==> config.mk <==
export PLATFORM = sky130hd
export DESIGN_NAME = integer_to_radix_digits
export DESIGN_NICKNAME = d
export VERILOG_FILES = /design/src/design/itr_pkg.sv /design/src/design/integer_to_radix_digits.sv /design/src/design/itr_div.sv /design/src/design/itr_stack.sv
export SDC_FILE = /design/constraint.sdc
export NUM_CORES = 1
export LEC_CHECK = 0
export BUFFER_PORTS_ARGS = -buffer_cell sky130_fd_sc_hd__buf_2
export CAP_MARGIN = 20
export CELL_PAD_IN_SITES_DETAIL_PLACEMENT = 0
export CELL_PAD_IN_SITES_GLOBAL_PLACEMENT = 1
export CORE_ASPECT_RATIO = 0.75
export CORE_MARGIN = 3
export CORE_UTILIZATION = 47
export CTS_BUF_LIST = sky130_fd_sc_hd__clkbuf_4 sky130_fd_sc_hd__clkbuf_8 sky130_fd_sc_hd__clkbuf_16
export DETAILED_ROUTE_END_ITERATION = 6
export GPL_TIMING_DRIVEN = 0
export PLACE_DENSITY = 0.75
export SLEW_MARGIN = 10
export SYNTH_ARGS = -nofsm -noshare
export SYNTH_HDL_FRONTEND = slang
export SYNTH_SLANG_ARGS = --single-unit
==> constraint.sdc <==
create_clock -name clk -period 2.8 [get_ports clk]
set_input_delay 0.42 -clock clk [delete_from_list [all_inputs] [get_ports clk]]
set_output_delay 0.42 -clock clk [all_outputs]
set_load 0.02 [all_outputs]
==> src/design/itr_pkg.sv <==
`default_nettype none
package itr_pkg;

	localparam int NUM_W      = 31;
	localparam int RADIX_W    = 6;
	localparam int CHAR_W     = 7;
	localparam int MAX_DIGITS = 32;
	localparam int ADDR_W     = $clog2(MAX_DIGITS);
	localparam int CNT_W      = $clog2(MAX_DIGITS + 1);
	localparam int STEP_W     = $clog2(NUM_W);

	localparam logic [RADIX_W-1:0] RADIX_MIN = RADIX_W'(2);
	localparam logic [RADIX_W-1:0] RADIX_MAX = RADIX_W'(36);
	localparam logic [RADIX_W-1:0] DEC_LIMIT = RADIX_W'(9);
	localparam logic [RADIX_W-1:0] ALPHA_OFS = RADIX_W'(10);
	localparam logic [CHAR_W-1:0]  CHAR_ZERO = CHAR_W'(8'h30);
	localparam logic [CHAR_W-1:0]  CHAR_A    = CHAR_W'(8'h41);

	typedef struct packed {
		logic [NUM_W-1:0]   number;
		logic [RADIX_W-1:0] radix;
	} req_t;

	typedef struct packed {
		logic [CHAR_W-1:0] digit_char;
		logic              last;
		logic              empty_res;
	} dig_t;

	typedef struct packed {
		logic               start;
		logic [NUM_W-1:0]   dividend;
		logic [RADIX_W-1:0] divisor;
	} div_cmd_t;

	typedef struct packed {
		logic               done;
		logic [NUM_W-1:0]   quotient;
		logic [RADIX_W-1:0] remainder;
	} div_res_t;

	typedef enum logic [1:0] {
		ST_IDLE,
		ST_DIV,
		ST_READ,
		ST_EMIT
	} state_t;

	function automatic logic [RADIX_W-1:0] clamp_radix(input logic [RADIX_W-1:0] raw);
		logic [RADIX_W-1:0] r;
		r = raw;
		if (raw < RADIX_MIN) r = RADIX_MIN;
		if (raw > RADIX_MAX) r = RADIX_MAX;
		return r;
	endfunction

	function automatic logic [CHAR_W-1:0] to_ascii(input logic [RADIX_W-1:0] v);
		logic [CHAR_W-1:0] c;
		if (v > DEC_LIMIT) begin
			c = CHAR_W'(v - ALPHA_OFS) + CHAR_A;
		end else begin
			c = CHAR_W'(v) + CHAR_ZERO;
		end
		return c;
	endfunction

endpackage
`default_nettype wire

==> src/design/integer_to_radix_digits.sv <==
`default_nettype none
// Converts a 31-bit unsigned number to ASCII digits in radix 2..36 (radix saturates
// into that range), most significant digit first, one word per digit, last digit marked;
// a zero number gives one word flagged empty and last. Items are taken one at a time: a
// new word is accepted only when the block is idle and its output register is empty.
// Each digit comes from the bit-serial divider (one quotient bit per cycle, restarted on
// the quotient until it is zero), whose remainders go into the digit store; the digits are
// then read back from the store and emitted, and output stalls hold the emission.
module integer_to_radix_digits (
	input  wire              clk,
	input  wire              arst_n,
	input  wire              req_valid,
	output logic             req_stall,
	input  itr_pkg::req_t    req,
	output logic             dig_valid,
	input  wire              dig_stall,
	output itr_pkg::dig_t    dig
);

	itr_pkg::state_t               state_q, state_nxt;
	logic [itr_pkg::CNT_W-1:0]     count_q;
	logic [itr_pkg::RADIX_W-1:0]   radix_q;
	logic                          out_valid_q;
	itr_pkg::dig_t                 out_q;

	itr_pkg::div_cmd_t             div_cmd;
	itr_pkg::div_res_t             div_res;
	logic [itr_pkg::RADIX_W-1:0]   rd_data;

	logic                          accept;
	logic                          is_zero;
	logic                          slot_free;
	logic                          mem_we;
	logic                          mem_re;
	logic                          emit;
	logic [itr_pkg::CNT_W-1:0]     count_dec;

	assign is_zero   = req.number == '0;
	assign slot_free = !out_valid_q || !dig_stall;
	assign count_dec = count_q - itr_pkg::CNT_W'(1);

	itr_div u_div (
		.clk    (clk),
		.arst_n (arst_n),
		.cmd    (div_cmd),
		.res    (div_res)
	);

	itr_stack u_stack (
		.clk     (clk),
		.we      (mem_we),
		.waddr   (count_q[itr_pkg::ADDR_W-1:0]),
		.wdata   (div_res.remainder),
		.re      (mem_re),
		.raddr   (count_dec[itr_pkg::ADDR_W-1:0]),
		.rdata_q (rd_data)
	);

	always_comb begin
		state_nxt = state_q;
		unique case (state_q)
			itr_pkg::ST_IDLE: begin
				if (accept && !is_zero) state_nxt = itr_pkg::ST_DIV;
			end
			itr_pkg::ST_DIV: begin
				if (div_res.done && div_res.quotient == '0) state_nxt = itr_pkg::ST_READ;
			end
			itr_pkg::ST_READ: begin
				state_nxt = itr_pkg::ST_EMIT;
			end
			itr_pkg::ST_EMIT: begin
				if (slot_free) begin
					state_nxt = (count_q == itr_pkg::CNT_W'(1)) ? itr_pkg::ST_IDLE
					                                            : itr_pkg::ST_READ;
				end
			end
			default: state_nxt = itr_pkg::ST_IDLE;
		endcase
	end

	always_comb begin
		req_stall        = 1'b1;
		mem_we           = 1'b0;
		mem_re           = 1'b0;
		emit             = 1'b0;
		div_cmd.start    = 1'b0;
		div_cmd.dividend = req.number;
		div_cmd.divisor  = itr_pkg::clamp_radix(req.radix);
		unique case (state_q)
			itr_pkg::ST_IDLE: begin
				req_stall     = out_valid_q;
				div_cmd.start = req_valid && !out_valid_q && !is_zero;
			end
			itr_pkg::ST_DIV: begin
				mem_we           = div_res.done;
				div_cmd.start    = div_res.done && div_res.quotient != '0;
				div_cmd.dividend = div_res.quotient;
				div_cmd.divisor  = radix_q;
			end
			itr_pkg::ST_READ: begin
				mem_re = 1'b1;
			end
			itr_pkg::ST_EMIT: begin
				emit = slot_free;
			end
			default: ;
		endcase
	end

	assign accept = req_valid && !req_stall;

	always_ff @(posedge clk or negedge arst_n) begin
		if (!arst_n) begin
			state_q     <= itr_pkg::ST_IDLE;
			count_q     <= '0;
			out_valid_q <= 1'b0;
		end else begin
			state_q <= state_nxt;
			if (accept) begin
				count_q <= '0;
			end else if (mem_we) begin
				count_q <= count_q + itr_pkg::CNT_W'(1);
			end else if (emit) begin
				count_q <= count_dec;
			end
			if ((accept && is_zero) || emit) begin
				out_valid_q <= 1'b1;
			end else if (!dig_stall) begin
				out_valid_q <= 1'b0;
			end
		end
	end

	always_ff @(posedge clk) begin
		if (accept) radix_q <= itr_pkg::clamp_radix(req.radix);
		if (accept && is_zero) begin
			out_q.digit_char <= '0;
			out_q.last       <= 1'b1;
			out_q.empty_res  <= 1'b1;
		end else if (emit) begin
			out_q.digit_char <= itr_pkg::to_ascii(rd_data);
			out_q.last       <= count_q == itr_pkg::CNT_W'(1);
			out_q.empty_res  <= 1'b0;
		end
	end

	assign dig_valid = out_valid_q;
	assign dig       = out_q;

endmodule
`default_nettype wire

==> src/design/itr_div.sv <==
`default_nettype none
// Restoring divider: one quotient bit per cycle, dividend shifts out as quotient shifts in.
module itr_div (
	input  wire                   clk,
	input  wire                   arst_n,
	input  itr_pkg::div_cmd_t     cmd,
	output itr_pkg::div_res_t     res
);

	logic                          busy_q;
	logic                          done_q;
	logic [itr_pkg::STEP_W-1:0]    step_q;
	logic [itr_pkg::NUM_W-1:0]     quo_q;
	logic [itr_pkg::RADIX_W-1:0]   rem_q;
	logic [itr_pkg::RADIX_W-1:0]   div_q;

	logic [itr_pkg::RADIX_W:0]     trial;
	logic                          ge;
	logic [itr_pkg::RADIX_W:0]     diff;

	assign trial = {rem_q, quo_q[itr_pkg::NUM_W-1]};
	assign ge    = trial >= {1'b0, div_q};
	assign diff  = trial - {1'b0, div_q};

	always_ff @(posedge clk or negedge arst_n) begin
		if (!arst_n) begin
			busy_q <= 1'b0;
			done_q <= 1'b0;
			step_q <= '0;
		end else begin
			done_q <= 1'b0;
			if (cmd.start) begin
				busy_q <= 1'b1;
				step_q <= '0;
			end else if (busy_q) begin
				if (step_q == itr_pkg::STEP_W'(itr_pkg::NUM_W - 1)) begin
					busy_q <= 1'b0;
					done_q <= 1'b1;
				end else begin
					step_q <= step_q + itr_pkg::STEP_W'(1);
				end
			end
		end
	end

	always_ff @(posedge clk) begin
		if (cmd.start) begin
			quo_q <= cmd.dividend;
			rem_q <= '0;
			div_q <= cmd.divisor;
		end else if (busy_q) begin
			quo_q <= {quo_q[itr_pkg::NUM_W-2:0], ge};
			rem_q <= ge ? diff[itr_pkg::RADIX_W-1:0] : trial[itr_pkg::RADIX_W-1:0];
		end
	end

	assign res.done      = done_q;
	assign res.quotient  = quo_q;
	assign res.remainder = rem_q;

endmodule
`default_nettype wire

==> src/design/itr_stack.sv <==
`default_nettype none
module itr_stack (
	input  wire                          clk,
	input  wire                          we,
	input  wire [itr_pkg::ADDR_W-1:0]    waddr,
	input  wire [itr_pkg::RADIX_W-1:0]   wdata,
	input  wire                          re,
	input  wire [itr_pkg::ADDR_W-1:0]    raddr,
	output logic [itr_pkg::RADIX_W-1:0]  rdata_q
);

	logic [itr_pkg::RADIX_W-1:0] mem_q [itr_pkg::MAX_DIGITS];

	always_ff @(posedge clk) begin
		if (we) mem_q[waddr] <= wdata;
	end

	always_ff @(posedge clk) begin
		if (re) rdata_q <= mem_q[raddr];
	end

endmodule
`default_nettype wire
==> run_results.csv <==
group,metric,value,unit
timing,setup-violations-final,0,
placement,io_buffers,51,
power,p_sw,4.35,mW
power,vdd_drop_max,521,uV
yosys,synth_edf_count,241,
yosys,seq_area_frac_synth,0.680,
cells_and_area,fillerInstances,1888,
route,route.antenna.remaining_nets,0,
floorplanning,dieArea,26800,um^2
critical_path,cp.required,3040,ps
route,drtPass1Iterations,5,
critical_path,cp_max_fo,10,
placement,placedInstanceArea,12400,um^2
clock_network,cts_buffers,27,
critical_path,worst_setup_path_start_kind,"flip-flop",
min_path,min_to,"dig_valid",
critical_path,r2r_start,"count_q[0]",
clock_network,cts-root-buf,"clkbuf_16",
cells_and_area,area_delta_synth_final,15.6,%
yosys,syn-cell-area,11700,um^2
yosys,synth_fp_nets,783,
cells_and_area,finalNetCount,872,
critical_path,crit_family,"buffers and inverters",
grt,grtUsageTotal,0.190,
critical_path,ff2ff_path_depth,10,
yosys,synthCells,724,
timing,worstMarginPinSlew,749,ps
critical_path,cp-end-kind,"flip-flop",
route,drtIter0Drc,771,
floorplanning,start_util,0.482,
critical_path,r2r-end,"u_stack.rdata_q[1]",
power,cellPowerDensity,1040,nW/um^2
timing,postLayoutSetupSlackWorst,144,ps
timing,grt_setup_unrepaired,"false",
clock_network,clock_latency,530,ps
floorplanning,core,24200,um^2
cells_and_area,finalNonFillerCells,1163,
critical_path,r2r_slack,140,ps
placement,place_ws,-807,ps
status,status,"finished, final reports clean",
grt,grt_pass1_vias,6819,
route,wl_per_cell,21.7,um
timing,hold_viol,0,
clock_network,clkTransAtPathRegs,70,ps
yosys,ys.flop_type,"edfxtp_1",
placement,place.gp.congestion,0.901,
route,drt_wl_total,25200,um
critical_path,crit_buf_inv,5,
floorplanning,dieHeight,143,um
power,sequentialPowerShare,0.425,
clock_network,cts_sinks,272,
route,drt-vias-per-instance,5.76,
cells_and_area,postLayoutCellArea,13500,um^2
yosys,synth_cell_types,67,
placement,dp_cells,1109,
yosys,async_flop_share,0.0588,
timing,max_freq,377,MHz
power,power.share.clock,0.261,
floorplanning,rows,49,
run,cap_violations,0,
critical_path,path_class,"flip-flop to flip-flop",
grt,antenna_found_initial,0,
route,num_vias,6696,
cells_and_area,drive_gt1_frac,0.260,
floorplanning,io_pins,52,
critical_path,crit_slowest_cell,"dfrtp_1",
min_path,holdCritPathClass,"primary input to flip-flop",
critical_path,startpoint,"count_q[0]",
timing,period_share,0.949,
cells_and_area,diodes,0,
timing,slew_headroom,0.500,
timing,finClkSkew,23.3,ps
power,power.share.switching,0.311,
power,combPwrFrac,0.314,
critical_path,path_cells,"buf_8 -> buf_12 -> buf_12 -> clkinvlp_4 -> ha_4 -> buf_8 -> mux4_2 -> mux2_2 -> a22oi_1 -> o211ai_1",
clock_network,tritoncts,"done",
critical_path,cp.arrival,2890,ps
power,p_int,9.63,mW
timing,final_max_slew_viol_count,0,
clock_network,cts_buffer_depth,3,
yosys,ys_warn_count,0,
timing,post-route-min-period,2660,ps
grt,grt_start_max_net_pins,37,
grt,grt_overflow_total,0,
power,p_leak,4.73,nW
critical_path,slowest_delay,380,ps
yosys,synth_seq_cells,272,
floorplanning,die_x,188,um
min_path,whs_path_depth,3,
min_path,hold_start,"dig_stall",
placement,dp_hpwl,17500,um
route,drc,0,
clock_network,htreeDepth,1,
yosys,synth.avg_cell_area,16.1,um^2
grt,grt_pass1_wl,39400,um
==> flip-flops by register name, indices dropped and copies added (netlist names) <==
register	flops
u_div.rem_q	6
state_q	2
u_div.done_q	1
u_div.quo_q	31
u_stack.mem_q	192
u_div.step_q	5
radix_q	6
dig	9
dig_valid	1
u_stack.rdata_q	6
u_div.div_q	6
count_q	6
u_div.busy_q	1
==> layout by cell type (no fill, tap or decap), types with 18 or more instances in the layout <==
master / n
inv_1: 19
mux4_2: 47
a22o_1: 31
clkbuf_16: 27
edfxtp_1: 241
mux2_2: 19
nor4_1: 18
nor2_1: 57
nand2_1: 48
buf_2: 59
==> repair_timing <==
item	4_1_cts	5_1_grt
gates resized for setup	27	5
pin swaps	1	2
endpoints found under the hold margin	16	0
cloned	0	0
endpoints found under the setup margin	38	36
hold buffers	1	0
setup buffers	4	2
==> logic make-up (layout without fill, tap and decap cells) <==
family,count (synthesis),after routing,share of synthesized area
DFF,272,272,0.680
and+or+nand+nor,180,180,0.0765
AOI/OAI and AO/OA,104,104,0.0688
muxes,76,76,0.119
buffers and inverters,59,167,0.0242
adders and majority gates,19,19,0.0208
xor gates and xnor gates,14,14,0.0111
==> power by group through the flow <==
| stage | logic (mW) | registers [mW] | clock network (mW) |
|---|---|---|---|
| final | 4.39 | 5.94 | 3.66 |
| after global routing | 4.74 | 6.00 | 3.90 |
| after CTS | 4.21 | 6.00 | 3.71 |
| after detailed placement | 3.95 | 6.08 | 0 |
| after floorplan | 2.77 | 5.86 | 0 |
| after global placement | 3.64 | 6.16 | 0 |
==> synthesized netlist by cell type (3+ instances only) <==
master | instances | area share
and3_1 | 4 | 0.0021
nand3_1 | 7 | 0.0030
edfxtp_1 | 241 | 0.62
nand2_1 | 48 | 0.015
nor2b_1 | 7 | 0.0037
a22o_1 | 31 | 0.023
o211ai_1 | 6 | 0.0039
dfrtp_1 | 16 | 0.034
o211a_1 | 5 | 0.0043
xor2_1 | 6 | 0.0045
o21ai_0 | 11 | 0.0047
mux4_2 | 47 | 0.091
nor4_1 | 18 | 0.0096
o21ai_1 | 4 | 0.0017
nor2_1 | 57 | 0.018
inv_1 | 20 | 0.0064
dfxtp_1 | 15 | 0.026
ha_1 | 17 | 0.018
a21oi_1 | 10 | 0.0043
a21o_1 | 3 | 0.0019
mux2_2 | 19 | 0.018
buf_2 | 12 | 0.0051
clkbuf_1 | 16 | 0.0051
buf_6 | 5 | 0.0048
nand4_1 | 7 | 0.0037
a22oi_1 | 9 | 0.0058
and4_1 | 3 | 0.0023
nor4_2 | 4 | 0.0043
nand2b_1 | 6 | 0.0032
o2bb2ai_1 | 3 | 0.0023
xnor2_1 | 7 | 0.0052
mux2i_1 | 9 | 0.0077
nor3_1 | 6 | 0.0026
o22ai_1 | 3 | 0.0016
==> how the worst max path moves through the flow <==
stage,to,slack [ps],cells after the start
after floorplan,u_stack.rdata_q[0],0.2,11
after global placement,u_stack.rdata_q[5],-770,11
after detailed placement,u_stack.rdata_q[5],-810,11
after CTS,u_div.quo_q[28],20,7
after global routing,u_div.quo_q[22],30,7
final,u_stack.rdata_q[1],140,10
==> per-layer routing <==
metal | global-route usage | wire length, um
met3 | 0.0478 | 1790
met4 | 0.0406 | 471
met2 | 0.287 | 11200
met1 | 0.283 | 11700
met5 | 0 | 0
==> through the flow <==
stage	power, mW	hold slack, ps	util	setup TNS [ps]
after floorplan	8.63	124	-	0
after global placement	9.80	356	0.510	-22190
after detailed placement	10.0	367	0.512	-24200
after CTS	13.9	185	0.555	0
after global routing	14.6	200	0.557	0
final	14.0	194	0.557	0
==> layout make-up <==
type	instances	area, um^2	share of cell area
flip-flops and latches	272	7940	0.588
plain buffers	35	267	0.0197
inverters	22	86.3	0.00640
clock buffers	29	691	0.0512
clock inverters	19	208	0.0154
repair buffers	62	383	0.0284
multi-input cells	393	3510	0.260
well taps	331	414	0.0307
==> tightest hold or removal path, delay by kind of cell <==
family        cells  cell delay [ps]
buf+inv           1               80
simple gates      2              190
(Power assumes the default switching activity.)
